<file path="src/hw/rtl/elbm_pkg.sv">
// ----------------------------------------------------------------------------
// elbm_pkg: shared types and constants of the EWMA level band monitor
// Register map, fixed-point widths and the configuration bundle.
// ----------------------------------------------------------------------------
package elbm_pkg;

	localparam int MAX_BANDS = 6;
	localparam int LEVEL_W   = 32;
	localparam int FRAC_W    = 16;
	localparam int ACC_W     = LEVEL_W + FRAC_W;
	localparam int ALPHA_W   = FRAC_W + 1;
	localparam int BAND_W    = 3;
	localparam int NREGS     = 2 + MAX_BANDS;
	localparam int ADDR_W    = $clog2(NREGS * 4);
	localparam int IDX_W     = $clog2(NREGS);

	localparam logic [ALPHA_W-1:0] ALPHA_ONE = ALPHA_W'(1) << FRAC_W;
	localparam logic [BAND_W-1:0]  NO_BAND   = BAND_W'(MAX_BANDS);
	localparam logic [BAND_W-1:0]  BANDS_MAX = BAND_W'(MAX_BANDS);

	// register indexes
	localparam logic [IDX_W-1:0] REG_ALPHA  = IDX_W'(0);
	localparam logic [IDX_W-1:0] REG_COUNT  = IDX_W'(1);
	localparam logic [IDX_W-1:0] REG_LIMIT0 = IDX_W'(2);

	typedef struct packed {
		logic [ALPHA_W-1:0]                 alpha;
		logic [BAND_W-1:0]                  band_count;
		logic [MAX_BANDS-1:0][LEVEL_W-1:0]  limit;
	} cfg_t;

	// control of the stage that holds the freshly updated average
	typedef struct packed {
		logic vld;
		logic bad;
	} stage_t;

endpackage

</file>
<file path="src/hw/rtl/ewma_level_band_monitor.sv">
// ----------------------------------------------------------------------------
// ewma_level_band_monitor: smoothed level classifier
// Each item carries one level sample or a bad-sample mark and yields exactly
// one result item. A good sample moves a Q32.16 running average toward it by
// the weight alpha (Q1.16, 65536 = no smoothing); the average is then checked
// against up to six ascending band limits and the first limit it does not
// exceed names the current band. A move into another band pushes the old one
// into band_before and raises band_changed. A bad sample leaves everything
// alone and reports the held values. Band index 6 means no band yet. The block
// takes one item per clock cycle while in_ready is high; each item passes the
// input register, then the average register, then the result register. The
// rate rests on the loop of the average through its 48x17 multiplier. A
// result that waits on out_ready does not stop the block from taking items
// until the two stages behind it fill up. Write configuration only while no
// item is in flight.
// ----------------------------------------------------------------------------
module ewma_level_band_monitor (
	input  logic                         clk,
	input  logic                         arst_n,
	// sample channel
	input  logic                         in_valid,
	output logic                         in_ready,
	input  logic [elbm_pkg::LEVEL_W-1:0] sample_level,
	input  logic                         sample_bad,
	// result channel
	output logic                         out_valid,
	input  logic                         out_ready,
	output logic [elbm_pkg::LEVEL_W-1:0] smoothed_level,
	output logic [elbm_pkg::BAND_W-1:0]  band_now,
	output logic [elbm_pkg::BAND_W-1:0]  band_before,
	output logic                         band_changed,
	// configuration port
	input  logic                         psel,
	input  logic                         penable,
	input  logic                         pwrite,
	input  logic [elbm_pkg::ADDR_W-1:0]  paddr,
	input  logic [31:0]                  pwdata,
	output logic [31:0]                  prdata,
	output logic                         pready
);

	elbm_pkg::cfg_t             cfg;
	elbm_pkg::stage_t           st_s2;
	logic [elbm_pkg::ACC_W-1:0] acc_q;
	logic                       out_en;

	// register file: alpha, band count, six limits
	elbm_cfg_regs u_cfg (
		.clk     (clk),
		.arst_n  (arst_n),
		.psel    (psel),
		.penable (penable),
		.pwrite  (pwrite),
		.paddr   (paddr),
		.pwdata  (pwdata),
		.prdata  (prdata),
		.pready  (pready),
		.cfg     (cfg)
	);

	// take the item, then advance the running average as it leaves stage one
	elbm_ewma u_ewma (
		.clk          (clk),
		.arst_n       (arst_n),
		.in_valid     (in_valid),
		.in_ready     (in_ready),
		.sample_level (sample_level),
		.sample_bad   (sample_bad),
		.alpha        (cfg.alpha),
		.out_en       (out_en),
		.st_s2        (st_s2),
		.acc_q        (acc_q)
	);

	// classify the new average and hold the result until it is taken
	elbm_band u_band (
		.clk            (clk),
		.arst_n         (arst_n),
		.st_s2          (st_s2),
		.acc_q          (acc_q),
		.cfg            (cfg),
		.out_en         (out_en),
		.out_valid      (out_valid),
		.out_ready      (out_ready),
		.smoothed_level (smoothed_level),
		.band_now       (band_now),
		.band_before    (band_before),
		.band_changed   (band_changed)
	);

	// a reported change always names two different bands
	a_chg_differs: assert property (@(posedge clk) disable iff (!arst_n)
		(out_valid && band_changed) |-> (band_now != band_before))
		else $error("band change with equal bands");

	// no previous band can exist while there is no current band
	a_no_band_hist: assert property (@(posedge clk) disable iff (!arst_n)
		(out_valid && band_now == elbm_pkg::NO_BAND) |->
		(band_before == elbm_pkg::NO_BAND))
		else $error("previous band set without a current band");

	// an empty result register never holds back the sample channel
	a_ready_empty: assert property (@(posedge clk) disable iff (!arst_n)
		!out_valid |-> in_ready)
		else $error("input stalled with empty output");

endmodule

</file>
<file path="src/hw/rtl/elbm_cfg_regs.sv">
// ----------------------------------------------------------------------------
// elbm_cfg_regs: configuration register file
// APB-style write and read access to alpha, band count and band limits.
// ----------------------------------------------------------------------------
module elbm_cfg_regs (
	input  logic                        clk,
	input  logic                        arst_n,
	input  logic                        psel,
	input  logic                        penable,
	input  logic                        pwrite,
	input  logic [elbm_pkg::ADDR_W-1:0] paddr,
	input  logic [31:0]                 pwdata,
	output logic [31:0]                 prdata,
	output logic                        pready,
	output elbm_pkg::cfg_t              cfg
);

	logic                       wr_en;
	logic [elbm_pkg::IDX_W-1:0] idx;

	assign pready = 1'b1;
	assign wr_en  = psel & penable & pwrite;
	assign idx    = paddr[elbm_pkg::ADDR_W-1:2];

	always_ff @(posedge clk or negedge arst_n) begin
		if (!arst_n) begin
			cfg.alpha      <= elbm_pkg::ALPHA_ONE;
			cfg.band_count <= '0;
			cfg.limit      <= '0;
		end else if (wr_en) begin
			if (idx == elbm_pkg::REG_ALPHA) begin
				cfg.alpha <= pwdata[elbm_pkg::ALPHA_W-1:0];
			end else if (idx == elbm_pkg::REG_COUNT) begin
				cfg.band_count <= pwdata[elbm_pkg::BAND_W-1:0];
			end else begin
				cfg.limit[idx - elbm_pkg::REG_LIMIT0] <= pwdata;
			end
		end
	end

	always_comb begin
		prdata = '0;
		if (idx == elbm_pkg::REG_ALPHA) begin
			prdata = 32'(cfg.alpha);
		end else if (idx == elbm_pkg::REG_COUNT) begin
			prdata = 32'(cfg.band_count);
		end else begin
			prdata = cfg.limit[idx - elbm_pkg::REG_LIMIT0];
		end
	end

endmodule

</file>
<file path="src/hw/rtl/elbm_ewma.sv">
// ----------------------------------------------------------------------------
// elbm_ewma: input register and exponentially weighted average update
// Holds the Q32.16 estimate and moves it toward each good sample.
// ----------------------------------------------------------------------------
module elbm_ewma (
	input  logic                         clk,
	input  logic                         arst_n,
	input  logic                         in_valid,
	output logic                         in_ready,
	input  logic [elbm_pkg::LEVEL_W-1:0] sample_level,
	input  logic                         sample_bad,
	input  logic [elbm_pkg::ALPHA_W-1:0] alpha,
	input  logic                         out_en,
	output elbm_pkg::stage_t             st_s2,
	output logic [elbm_pkg::ACC_W-1:0]   acc_q
);

	logic                         vld_s1;
	logic                         bad_s1;
	logic [elbm_pkg::LEVEL_W-1:0] level_s1;
	logic                         s1_en;
	logic                         s2_en;
	logic                         mv;
	logic [elbm_pkg::ALPHA_W-1:0] alpha_eff;
	logic [elbm_pkg::ACC_W-1:0]   target;
	logic                         up;
	logic [elbm_pkg::ACC_W-1:0]   mag;
	logic [elbm_pkg::ACC_W+elbm_pkg::ALPHA_W-1:0] prod;
	logic [elbm_pkg::ACC_W-1:0]   step_up;
	logic [elbm_pkg::ACC_W-1:0]   step_dn;
	logic [elbm_pkg::ACC_W-1:0]   acc_nxt;

	assign s2_en    = !st_s2.vld || out_en;
	assign s1_en    = !vld_s1 || s2_en;
	assign in_ready = s1_en;
	assign mv       = vld_s1 && s2_en;

	always_ff @(posedge clk or negedge arst_n) begin
		if (!arst_n) begin
			vld_s1 <= 1'b0;
		end else if (s1_en) begin
			vld_s1 <= in_valid;
		end
	end

	always_ff @(posedge clk) begin
		if (s1_en && in_valid) begin
			level_s1 <= sample_level;
			bad_s1   <= sample_bad;
		end
	end

	always_comb begin
		alpha_eff = (alpha > elbm_pkg::ALPHA_ONE) ? elbm_pkg::ALPHA_ONE : alpha;
		target    = {level_s1, {elbm_pkg::FRAC_W{1'b0}}};
		up        = target >= acc_q;
		mag       = up ? (target - acc_q) : (acc_q - target);
		prod      = (elbm_pkg::ACC_W + elbm_pkg::ALPHA_W)'(mag) *
			(elbm_pkg::ACC_W + elbm_pkg::ALPHA_W)'(alpha_eff);
		// floor of the signed step: round the magnitude up when going down
		step_up   = prod[elbm_pkg::ACC_W+elbm_pkg::FRAC_W-1:elbm_pkg::FRAC_W];
		step_dn   = step_up + elbm_pkg::ACC_W'(|prod[elbm_pkg::FRAC_W-1:0]);
		acc_nxt   = up ? (acc_q + step_up) : (acc_q - step_dn);
	end

	// acc_q doubles as the stage-two payload: it only changes when s1 moves on
	always_ff @(posedge clk or negedge arst_n) begin
		if (!arst_n) begin
			acc_q     <= '0;
			st_s2.vld <= 1'b0;
			st_s2.bad <= 1'b0;
		end else if (s2_en) begin
			st_s2.vld <= vld_s1;
			st_s2.bad <= bad_s1;
			if (mv && !bad_s1) begin
				acc_q <= acc_nxt;
			end
		end
	end

endmodule

</file>
<file path="src/hw/rtl/elbm_band.sv">
// ----------------------------------------------------------------------------
// elbm_band: band classifier and result register
// Compares the estimate with the band limits and tracks current and previous band.
// ----------------------------------------------------------------------------
module elbm_band (
	input  logic                         clk,
	input  logic                         arst_n,
	input  elbm_pkg::stage_t             st_s2,
	input  logic [elbm_pkg::ACC_W-1:0]   acc_q,
	input  elbm_pkg::cfg_t               cfg,
	output logic                         out_en,
	output logic                         out_valid,
	input  logic                         out_ready,
	output logic [elbm_pkg::LEVEL_W-1:0] smoothed_level,
	output logic [elbm_pkg::BAND_W-1:0]  band_now,
	output logic [elbm_pkg::BAND_W-1:0]  band_before,
	output logic                         band_changed
);

	logic                        mv;
	logic [elbm_pkg::BAND_W-1:0] n_used;
	logic                        hit;
	logic [elbm_pkg::BAND_W-1:0] hit_idx;
	logic [elbm_pkg::BAND_W-1:0] band_cur_q;
	logic [elbm_pkg::BAND_W-1:0] band_prev_q;
	logic                        chg;

	assign out_en = !out_valid || out_ready;
	assign mv     = st_s2.vld && out_en;

	always_comb begin
		n_used  = (cfg.band_count > elbm_pkg::BANDS_MAX) ? elbm_pkg::BANDS_MAX
			: cfg.band_count;
		hit     = 1'b0;
		hit_idx = elbm_pkg::NO_BAND;
		// six independent compares; lowest index wins
		for (int i = 0; i < elbm_pkg::MAX_BANDS; i++) begin
			if (!hit && (elbm_pkg::BAND_W'(i) < n_used) &&
				(acc_q <= {cfg.limit[i], {elbm_pkg::FRAC_W{1'b0}}})) begin
				hit     = 1'b1;
				hit_idx = elbm_pkg::BAND_W'(i);
			end
		end
		chg = !st_s2.bad && hit && (hit_idx != band_cur_q);
	end

	always_ff @(posedge clk or negedge arst_n) begin
		if (!arst_n) begin
			band_cur_q  <= elbm_pkg::NO_BAND;
			band_prev_q <= elbm_pkg::NO_BAND;
			out_valid   <= 1'b0;
		end else begin
			if (out_en) begin
				out_valid <= st_s2.vld;
			end
			if (mv && chg) begin
				band_prev_q <= band_cur_q;
				band_cur_q  <= hit_idx;
			end
		end
	end

	always_ff @(posedge clk) begin
		if (mv) begin
			smoothed_level <= acc_q[elbm_pkg::ACC_W-1:elbm_pkg::FRAC_W];
			band_now       <= chg ? hit_idx : band_cur_q;
			band_before    <= chg ? band_cur_q : band_prev_q;
			band_changed   <= chg;
		end
	end

endmodule
</file>
<file path="config.mk">
export PLATFORM = sky130hd
export DESIGN_NAME = ewma_level_band_monitor
export DESIGN_NICKNAME = d
export VERILOG_FILES = /design/src/hw/rtl/elbm_pkg.sv /design/src/hw/rtl/ewma_level_band_monitor.sv /design/src/hw/rtl/elbm_cfg_regs.sv /design/src/hw/rtl/elbm_ewma.sv /design/src/hw/rtl/elbm_band.sv
export SDC_FILE = /design/constraint.sdc
export NUM_CORES = 2
export LEC_CHECK = 0
export BUFFER_PORTS_ARGS = -buffer_cell sky130_fd_sc_hd__clkbuf_2
export CORE_ASPECT_RATIO = 1.1
export CORE_MARGIN = 2
export CORE_UTILIZATION = 45
export CTS_BUF_LIST = sky130_fd_sc_hd__clkbuf_4 sky130_fd_sc_hd__clkbuf_8 sky130_fd_sc_hd__clkbuf_16
export DETAILED_ROUTE_END_ITERATION = 8
export SETUP_SLACK_MARGIN = 0.3
export SLEW_MARGIN = 40
export SYNTH_ARGS = -nofsm -noshare
export SYNTH_HDL_FRONTEND = slang
export SYNTH_SLANG_ARGS = --single-unit
</file>
<file path="constraint.sdc">
create_clock -name clk -period 13.3 [get_ports clk]
set_input_delay 3.325 -clock clk [delete_from_list [all_inputs] [get_ports clk]]
set_output_delay 3.325 -clock clk [all_outputs]
set_load 0.1 [all_outputs]
</file>
==> impl_metrics.tcl <==
set metrics [dict create \
    rsz0062_at_grt "yes" \
    tightestPinTransition_ns 0.882 \
    drt_pass1_iterations 6 \
    syn_inst 6237 \
    yosysSeqAreaShare 0.163 \
    synth_compound_area_frac 0.114 \
    cp-start-kind "register" \
    ys_ff_latch 342 \
    cp-startpoint "u_ewma.acc_q[39]$_DFFE_PN0P_" \
    cts_buffers 36 \
    dp.cells 8015 \
    setup_viol 0 \
    routed_wirelength_um 174000 \
    use_met1 0.378 \
    detail-route-antenna-nets 0 \
    post_synth_mux_area_share 0.0656 \
    fin_skew_ns 0.0236 \
    drc 0 \
    viasPerCell 5.52 \
    synth.yosys.warnings 0 \
    grt.overflow.total 0 \
    root_buffer "clkbuf_16" \
    arrival_ns 13.03 \
    synth_top_area_frac 0.254 \
    grt_max_degree 92 \
    die_y_um 369 \
    period_minus_slack_ns 12.56 \
    synth.avg_cell_area_sq_um 8.76 \
    nets 7730 \
    r2r_slack_ns 0.74 \
    cts_tree "built" \
    hold_start "u_cfg.cfg[153]$_DFFE_PN0P_" \
    final_core_util 0.499 \
    grtUsageTotal 0.283 \
    ioPinCount 151 \
    yosys.area_share.simple 0.140 \
    path_class "register to register" \
    synth_common_cells "inv_1, nand2_1, fa_1" \
    synth.most_common_cell "inv_1" \
    crit_end "u_ewma.acc_q[47]$_DFFE_PN0P_" \
    synthAdderAreaFrac 0.375 \
    reg2reg_to "u_ewma.acc_q[47]$_DFFE_PN0P_" \
    grt_pass1_vias 46100 \
    fp-row-count 134 \
    clock-sinks 342 \
    crit_path_max_incr_delay_ns 0.61 \
    coreArea_sq_um 121000 \
    max_slew_margin 0.412 \
    hpwl_um 138000 \
    syn-cell-area_sq_um 54600 \
    cp.required_ns 13.76 \
    final_hold_viol_count 0 \
    top_usage_layer "met2" \
    timing.setup.tns_ns 0 \
    stdcell_count 8092 \
    h-tree-depth 2 \
    wl_per_cell_um 21.5 \
    period_share 0.945 \
    vias 44700 \
    grt_pass1_wl_um 269000 \
    syn-num-nets 7536 \
    yosysTopAreaCell "fa_1" \
    antenna_found_initial 2 \
    clk_latency_ns 0.57 \
    synth_ff_type "dfrtp_1" \
    critPathMostFrequentCell "fa_1" \
    drive_gt1_frac 0.133 \
    synth_area_leaders "fa_1, dfrtp_1, ha_1" \
    critPathSlowestCell "or4_1" \
    drt-initial-drc-count 3070 \
    area_growth_pct 10.4 \
    path_max_fanout 10 \
    synth_top_family_by_area "adder cells" \
    path_clk_slew_ns 0.06 \
    die_area_sq_um 124000 \
    ys_types 106 \
    worstReg2RegStart "u_ewma.acc_q[39]$_DFFE_PN0P_" \
    finalWeightedCongestion 0.927 \
    synth_xor_area_frac 0.0358 \
    grt_use_met3 0.0332 \
    initial_utilization 0.452 \
    die_w_um 336 \
    cts_buffer_depth 3 \
    outcome "completed" \
    use_met2 0.465 \
    finalMaxSlewViolations 0 \
    async_reset_ff_frac 0.789 \
    r2r_cells 44 \
    max_freq_mhz 79.6 \
    hold_class "register to register" \
    cap_viol_max_count 0 \
    synth_edf_count 72 \
    port_buffers 147 \
    worst_setup_path_end_kind "register" \
]
metal layers:
layer | vias up | part of all wire
met5 | - | 0.000069
met4 | 2 | 0.047
met3 | 262 | 0.062
met2 | 1500 | 0.47
met1 | 22400 | 0.42
li1 | 20500 | -
cell type report:
class	count	area [sq um]
tap	1632	2040
clock buffer	42	1000
multi-input combinational	4393	40400
antenna	1	2.50
clock inverter	24	305
inverter	1247	4680
timing repair buffer	411	2950
fill	11500	60600
sequential	342	8930
registers in the layout, summed over array words and instances (netlist names), 3 cells and up:
| signal | count |
|---|---|
| u_band.band_before | 3 |
| u_cfg.cfg | 212 |
| u_band.band_prev_q | 3 |
| u_ewma.level_s1 | 32 |
| u_band.band_cur_q | 3 |
| u_band.smoothed_level | 32 |
| u_band.band_now | 3 |
| u_ewma.acc_q | 48 |
kinds of logic (layout without fill, tap and decap cells):
logic type,count (synthesis),in the layout
compound gates,976,976
xor+xnor,215,215
fa+ha+maj,1224,1224
buf+inv,1502,1724
flops,342,342
mux,290,290
other cells,1,2
simple gates,1687,1687
worst max-delay path, delay by kind of cell (launching register included):
| family | cells | cell delay, ns |
|---|---|---|
| fa+ha+maj | 9 | 4.23 |
| xor+xnor | 2 | 0.38 |
| flops | 1 | 0.38 |
| compound gates | 17 | 4.07 |
| buf+inv | 7 | 0.82 |
| simple gates | 9 | 2.54 |
placed cells by master, fill, tap and decap left out, types with 151 or more instances in the layout:
master,count
xnor2_1,151
fa_1,691
nor2_1,350
nand2_1,778
buf_4,245
o21ai_0,224
a21oi_1,279
inv_1,1246
ha_1,525
dfrtp_1,264
mux2_2,223
per-stage QoR:
stage	hold slack, ns	setup WS (ns)	instance area [sq um]
finish	0.504	0.736	60300
global route	0.518	0.262	60300
CTS	0.507	0.307	59900
detailed placement	0.493	0.0534	58600
global placement	0.488	0.140	58400
floorplan	0.453	1.19	54600
worst min-delay path by stage:
stage / to / slack (ns) / cells after the start
floorplan: u_band.smoothed_level[0]$_DFFE_PP_ / 0.45 / 0
global placement: u_band.band_prev_q[0]$_DFFE_PN0P_ / 0.49 / 1
detailed placement: u_cfg.cfg[158]$_DFFE_PN0P_ / 0.49 / 1
CTS: u_cfg.cfg[158]$_DFFE_PN0P_ / 0.51 / 1
global route: u_cfg.cfg[145]$_DFFE_PN0P_ / 0.52 / 1
finish: u_cfg.cfg[153]$_DFFE_PN0P_ / 0.50 / 1
timing repair:
item                       4_1_cts  5_1_grt
hold buffers                     0        0
gates resized for setup          9       66
pin swaps                        1       16
setup endpoints to repair        9       27
setup buffers                    0       10
gates cloned                     0        0
hold endpoints to repair         0        0
Power is left out: the tool's default activity adds up to more than one toggle a clock period on the data nets, which glitch-free logic cannot reach.
